### src/rtl/tcw_pkg.sv
// ----------------------------------------------------------------------------
// tcw_pkg
// Shared constants, codes and controller/datapath interface types for the
// text console writer.
// ----------------------------------------------------------------------------
`default_nettype none

package tcw_pkg;

    // screen geometry
    localparam int COLUMNS    = 80;
    localparam int ROWS       = 25;
    localparam int TAB_STOP   = 4;
    localparam int CELL_COUNT = ROWS * COLUMNS;
    localparam int COPY_COUNT = (ROWS - 1) * COLUMNS;

    // derived widths
    localparam int COL_W  = $clog2(COLUMNS);
    localparam int NCOL_W = $clog2(COLUMNS + TAB_STOP);
    localparam int ROW_W  = (ROWS > 2) ? $clog2(ROWS) : 1;
    localparam int ADDR_W = $clog2(CELL_COUNT);
    localparam int CELL_W = 16;

    // fixed field widths
    localparam int OP_W   = 2;
    localparam int CHAR_W = 8;
    localparam int RA_W   = 11;
    localparam int POS_W  = 11;
    localparam int ATTR_W = 8;

    // stream widths
    localparam int S_DATA_W = 24;
    localparam int M_DATA_W = 32;

    // reset attribute: white on black
    localparam logic [ATTR_W-1:0] ATTR_RESET = 8'h0F;

    // operation codes
    localparam logic [OP_W-1:0] OP_PUT   = 2'd0;
    localparam logic [OP_W-1:0] OP_CLEAR = 2'd1;
    localparam logic [OP_W-1:0] OP_READ  = 2'd2;

    // character codes
    localparam logic [CHAR_W-1:0] CH_BLANK = 8'h20;
    localparam logic [CHAR_W-1:0] CH_NL    = 8'h0A;
    localparam logic [CHAR_W-1:0] CH_TAB   = 8'h09;
    localparam logic [CHAR_W-1:0] CH_CR    = 8'h0D;
    localparam logic [CHAR_W-1:0] CH_BS    = 8'h08;

    // next tab stop for each column
    typedef logic [NCOL_W-1:0] tab_tbl_t [COLUMNS];

    function automatic tab_tbl_t build_tab_tbl();
        tab_tbl_t tbl;
        for (int i = 0; i < COLUMNS; i++)
        begin
            tbl[i] = NCOL_W'((i / TAB_STOP + 1) * TAB_STOP);
        end
        return tbl;
    endfunction

    localparam tab_tbl_t TAB_NEXT = build_tab_tbl();

    // controller to datapath commands
    typedef struct packed {
        logic load;     // capture the input transaction
        logic exec;     // run the put / clear / read step
        logic cnt_clr;  // zero the sweep counter
        logic cnt_inc;  // advance the sweep counter
        logic copy;     // one step of the row move
        logic blank;    // blank the cell at the counter
        logic rd_cap;   // hold the read data for a late result
        logic emit;     // load the result register
        logic sel_rd;   // result cell comes straight from the memory
    } tcw_cmd_t;

    // datapath to controller status
    typedef struct packed {
        logic [OP_W-1:0] op;
        logic            scroll;    // current put runs past the last row
        logic            in_range;  // read address inside the screen
        logic            copy_end;  // counter at the end of the row move
        logic            cnt_last;  // counter at the last cell
        logic            out_free;  // result register can take a value
    } tcw_status_t;

endpackage

`default_nettype wire

### src/rtl/tcw_ctrl.sv
// ----------------------------------------------------------------------------
// tcw_ctrl
// Controller: sequences accept, execute, read wait, row move, bottom row
// blanking, full clear and result delivery.
// ----------------------------------------------------------------------------
`default_nettype none

module tcw_ctrl (
    input  wire                  clk,
    input  wire                  rst_n,
    input  wire                  s_axis_tvalid,
    output logic                 s_axis_tready,
    input  tcw_pkg::tcw_status_t status,
    output tcw_pkg::tcw_cmd_t    cmd
);

    typedef enum logic [6:0] {
        S_IDLE  = 7'b0000001,
        S_EXEC  = 7'b0000010,
        S_RWAIT = 7'b0000100,
        S_COPY  = 7'b0001000,
        S_BLANK = 7'b0010000,
        S_CLEAR = 7'b0100000,
        S_DONE  = 7'b1000000
    } state_t;

    state_t state_reg;
    state_t state_next;

    // state register
    always_ff @(posedge clk or negedge rst_n)
    begin
        if (!rst_n)
        begin
            state_reg <= S_IDLE;
        end
        else
        begin
            state_reg <= state_next;
        end
    end

    // next state and commands
    always_comb
    begin
        state_next    = state_reg;
        cmd           = '0;
        s_axis_tready = 1'b0;
        unique case (state_reg)
            S_IDLE:
            begin
                s_axis_tready = 1'b1;
                if (s_axis_tvalid)
                begin
                    cmd.load   = 1'b1;
                    state_next = S_EXEC;
                end
            end
            S_EXEC:
            begin
                cmd.exec = 1'b1;
                if (status.op == tcw_pkg::OP_PUT && status.scroll)
                begin
                    cmd.cnt_clr = 1'b1;
                    state_next  = S_COPY;
                end
                else if (status.op == tcw_pkg::OP_CLEAR)
                begin
                    cmd.cnt_clr = 1'b1;
                    state_next  = S_CLEAR;
                end
                else if (status.op == tcw_pkg::OP_READ && status.in_range)
                begin
                    state_next = S_RWAIT;
                end
                else if (status.out_free)
                begin
                    cmd.emit   = 1'b1;
                    state_next = S_IDLE;
                end
                else
                begin
                    state_next = S_DONE;
                end
            end
            S_RWAIT:
            begin
                if (status.out_free)
                begin
                    cmd.emit   = 1'b1;
                    cmd.sel_rd = 1'b1;
                    state_next = S_IDLE;
                end
                else
                begin
                    cmd.rd_cap = 1'b1;
                    state_next = S_DONE;
                end
            end
            S_COPY:
            begin
                cmd.copy = 1'b1;
                if (status.copy_end)
                begin
                    state_next = S_BLANK;
                end
                else
                begin
                    cmd.cnt_inc = 1'b1;
                end
            end
            S_BLANK, S_CLEAR:
            begin
                cmd.blank = 1'b1;
                if (!status.cnt_last)
                begin
                    cmd.cnt_inc = 1'b1;
                end
                else if (status.out_free)
                begin
                    cmd.emit   = 1'b1;
                    state_next = S_IDLE;
                end
                else
                begin
                    state_next = S_DONE;
                end
            end
            S_DONE:
            begin
                if (status.out_free)
                begin
                    cmd.emit   = 1'b1;
                    state_next = S_IDLE;
                end
            end
            default:
            begin
                state_next = S_IDLE;
            end
        endcase
    end

endmodule

`default_nettype wire

### config.mk
export PLATFORM = sky130hd
export DESIGN_NAME = tcw_ctrl
export DESIGN_NICKNAME = d
export VERILOG_FILES = /design/src/rtl/tcw_pkg.sv /design/src/rtl/tcw_ctrl.sv
export SDC_FILE = /design/constraint.sdc
export NUM_CORES = 1
export LEC_CHECK = 0
export BUFFER_PORTS_ARGS = -buffer_cell sky130_fd_sc_hd__buf_4
export CAP_MARGIN = 20
export CELL_PAD_IN_SITES_DETAIL_PLACEMENT = 1
export CELL_PAD_IN_SITES_GLOBAL_PLACEMENT = 1
export CORE_MARGIN = 10
export CORE_UTILIZATION = 38
export DETAILED_ROUTE_END_ITERATION = 6
export PLACE_DENSITY = 0.87
export SLEW_MARGIN = 20
export SYNTH_ARGS = -nofsm -noshare
export SYNTH_HDL_FRONTEND = slang
export SYNTH_SLANG_ARGS = --single-unit
### constraint.sdc
create_clock -name clk -period 4.5 [get_ports clk]
set_clock_uncertainty 0.2 [all_clocks]
set_input_delay 0.225 -clock clk [delete_from_list [all_inputs] [get_ports clk]]
set_output_delay 0.225 -clock clk [all_outputs]
set_load 0.05 [all_outputs]
==> qor.csv <==
stage,metric,value,unit
worst_hold_path,worst hold path type,input pin to register,
timing,fin. max-slew vios,0,
timing,final hold violations,0,
floorplan,DIE AREA,3760,um^2
drt,vias,625,
drt,post-route ant nets,0,
finish,layout cell share with drive strength beyond 1,0.337,
placement,"worst slack, placed",2260,ps
drt,DR pass1 iterations,5,
worst_setup_path,CP endpoint kind,register,
drt,drt wl/cell,19.2,um
placement,DP Wirelength,1570,um
cts,clock buffer depth,2,
cts,clk_lat worst skew,280,ps
logic_synthesis,"FF+latch count, synth",7,
logic_synthesis,Post-Syn Area,648,um^2
global_route,pin count of the biggest net entering global routing,10,
cts,Worst-path clk slew,70,ps
logic_synthesis,syn_nets,84,
drt,Starting DRT DRC Count,13,
drt,WL final,2130,um
logic_synthesis,Post-synth EDFFs,0,
cts,H-tree Lvls,1,
logic_synthesis,Yosys top cell by area,dfrtp_1,
cts,root buffer cell,clkbuf_4,
global_route,vias in the first global route,668,
worst_setup_path,Worst EP arrival,2590,ps
drt,vias per std cell,5.63,
global_route,Overflow after GRT,0,
finish,antenna cells,0,
finish,synthesis-to-layout area growth,28.0,%
worst_setup_path,"Max stage delay cell, worst path",dlygate4sd3_1,
finish,"commonest non-fill, non-tap cell in the layout",buf_4,
finish,final net count,106,
worst_setup_path,CP max stage delay,610,ps
timing,crit path time final,2580,ps
pwr,Max VDD drop,0.000295,V
global_route,initial antenna violation count,0,
timing,relative slew slack,0.708,
placement,DP Cell Count,103,
outcome,status,finished clean,
timing,fmax,388,MHz
logic_synthesis,synth warn,0,
worst_setup_path,Critical Path Source Type,register,
floorplan,Initial Util,0.416,
timing,setup TNS,0,ps
worst_setup_path,Crit Path Class,register to register,
logic_synthesis,main flop type after synthesis,dfrtp_1,
worst_setup_path,worst path cell trace,nor4_4 > or4b_1 > o32ai_2 > dlygate4sd3_1,
logic_synthesis,share of the synthesized area in the top cell type,0.232,
logic_synthesis,Syn Area/Cell,8.76,um^2
timing,"Setup violations, final",0,
finish,max reg flops,7,
timing,RSZ-0062 raised after global routing,false,
floorplan,chip width,61.3,um
logic_synthesis,post-synthesis async set-or-reset flop share,1.00,
global_route,first-pass GRT wire length,3440,um
cts,number of clock sinks,7,
finish,Final Non-Filler Cells,111,
floorplan,# IOs,20,
logic_synthesis,"Seq/Total Area, Yosys",0.272,
finish,most frequent cells in the layout,"buf_4 (19), nor2_1 (12), inv_1 (8), o21ai_0 (8), dfrtp_1 (6)",
drt,# DRC,0,
timing,Tightest Pin Transition,438,ps
timing,Final period util,0.573,
floorplan,Rows,14,
placement,PortBufs,19,
finish,design area,830,um^2
flow_run,Max Cap Viol,0,
placement,dpl cell area,762,um^2
cts,number of buffers created by CTS,3,
global_route,GRT Util Overall,0.123,
placement,RD Place Congestion,0.773,
floorplan,Die H,61.3,um
cts,CTS tree,done,
pwr,Leak,0.415,nW
logic_synthesis,Mapped Cells,74,
worst_setup_path,Worst EP required,4510,ps
floorplan,Core Region,1560,um^2
pwr,power density over the cells,480,nW/um^2
timing,setup ws final,1920,ps
worst_setup_path,worst-path fanout max,8,
logic_synthesis,largest cells by area after synthesis,"dfrtp_1 (23%), nor4_4 (9.8%), nor2_1 (6.9%), o21ai_0 (6.2%), buf_6 (5.2%)",
logic_synthesis,Netlist cell types,29,
-- cells by family (layout without fill, tap and decap cells) --
family | Yosys count | count (layout) | share of synthesized area
buffers and inverters | 14 | 35 | 0.122
AOI/OAI and AO/OA | 18 | 18 | 0.208
DFF | 7 | 7 | 0.272
and+or+nand+nor | 30 | 30 | 0.319
muxes | 2 | 2 | 0.0386
xor gates and xnor gates | 3 | 3 | 0.0405
-- worst max-delay path: cells and delay by family (launching register included) --
kind	cells	cell delay (ps)
compound gates	1	220
buf+inv	1	610
flops	1	530
simple gates	2	950
-- path summary, 6_finish.rpt --
check | start | end | slack (ps) | cells past startpoint
worst max-delay path | state_reg[3] | state_reg[3] | 1920 | 4
worst min-delay path | status[3] | state_reg[2] | 60 | 3
worst max register to register | state_reg[3] | state_reg[3] | 1920 | 4
worst min register to register | state_reg[0] | state_reg[0] | 540 | 2
max in group asynchronous | rst_n | state_reg[0] | 3780 | 2
min in group asynchronous | rst_n | state_reg[4] | 100 | 2
-- per-layer routing --
| metal | part of all wire | GRT usage |
|---|---|---|
| met1 | 0.44 | 0.142 |
| met2 | 0.48 | 0.201 |
| met3 | 0.068 | 0.0370 |
| met4 | 0.0094 | 0.0619 |
| met5 | 0 | 0 |
-- stage by stage --
step | hold slack (ps) | util | total power, mW
after global placement | -161 | 0.489 | 0.321
final | 61.9 | 0.532 | 0.398
after floorplan | -271 | - | 0.273
after global routing | 90.4 | 0.532 | 0.424
after detailed placement | -159 | 0.489 | 0.330
after CTS | 59.3 | 0.532 | 0.396
-- layout make-up --
cell class	count	area (um^2)
clock buffer	3	22.5
clock inverter	1	5.00
fill	191	729
inverter	8	30.0
multi-input combinational	53	393
sequential	7	176
tap	16	20.0
timing repair buffer	23	183
-- power by group --
part / total (mW) / internal [mW] / switching (mW) / leakage [nW]
Clock: 0.0637 / 0.0329 / 0.0309 / 0.0177
Combinational: 0.222 / 0.0869 / 0.135 / 0.304
Sequential: 0.113 / 0.0776 / 0.0354 / 0.0933
-- cells in the mapped netlist, types with 2 or more instances --
library cell / number
xor2_1: 2
inv_1: 8
dfrtp_1: 6
nor2b_1: 2
o211ai_1: 2
nand3b_1: 2
and2_1: 2
nand3_1: 3
buf_6: 3
a21oi_1: 3
nor4_4: 3
nor2_1: 12
buf_2: 3
o21ai_0: 8
-- repair_timing --
action                                 in CTS  in global routing
endpoints found under the hold margin       9                  0
setup buffers                               0                  0
hold buffers                                4                  0
gates resized for setup                     0                  0
(Power assumes the default switching activity.)
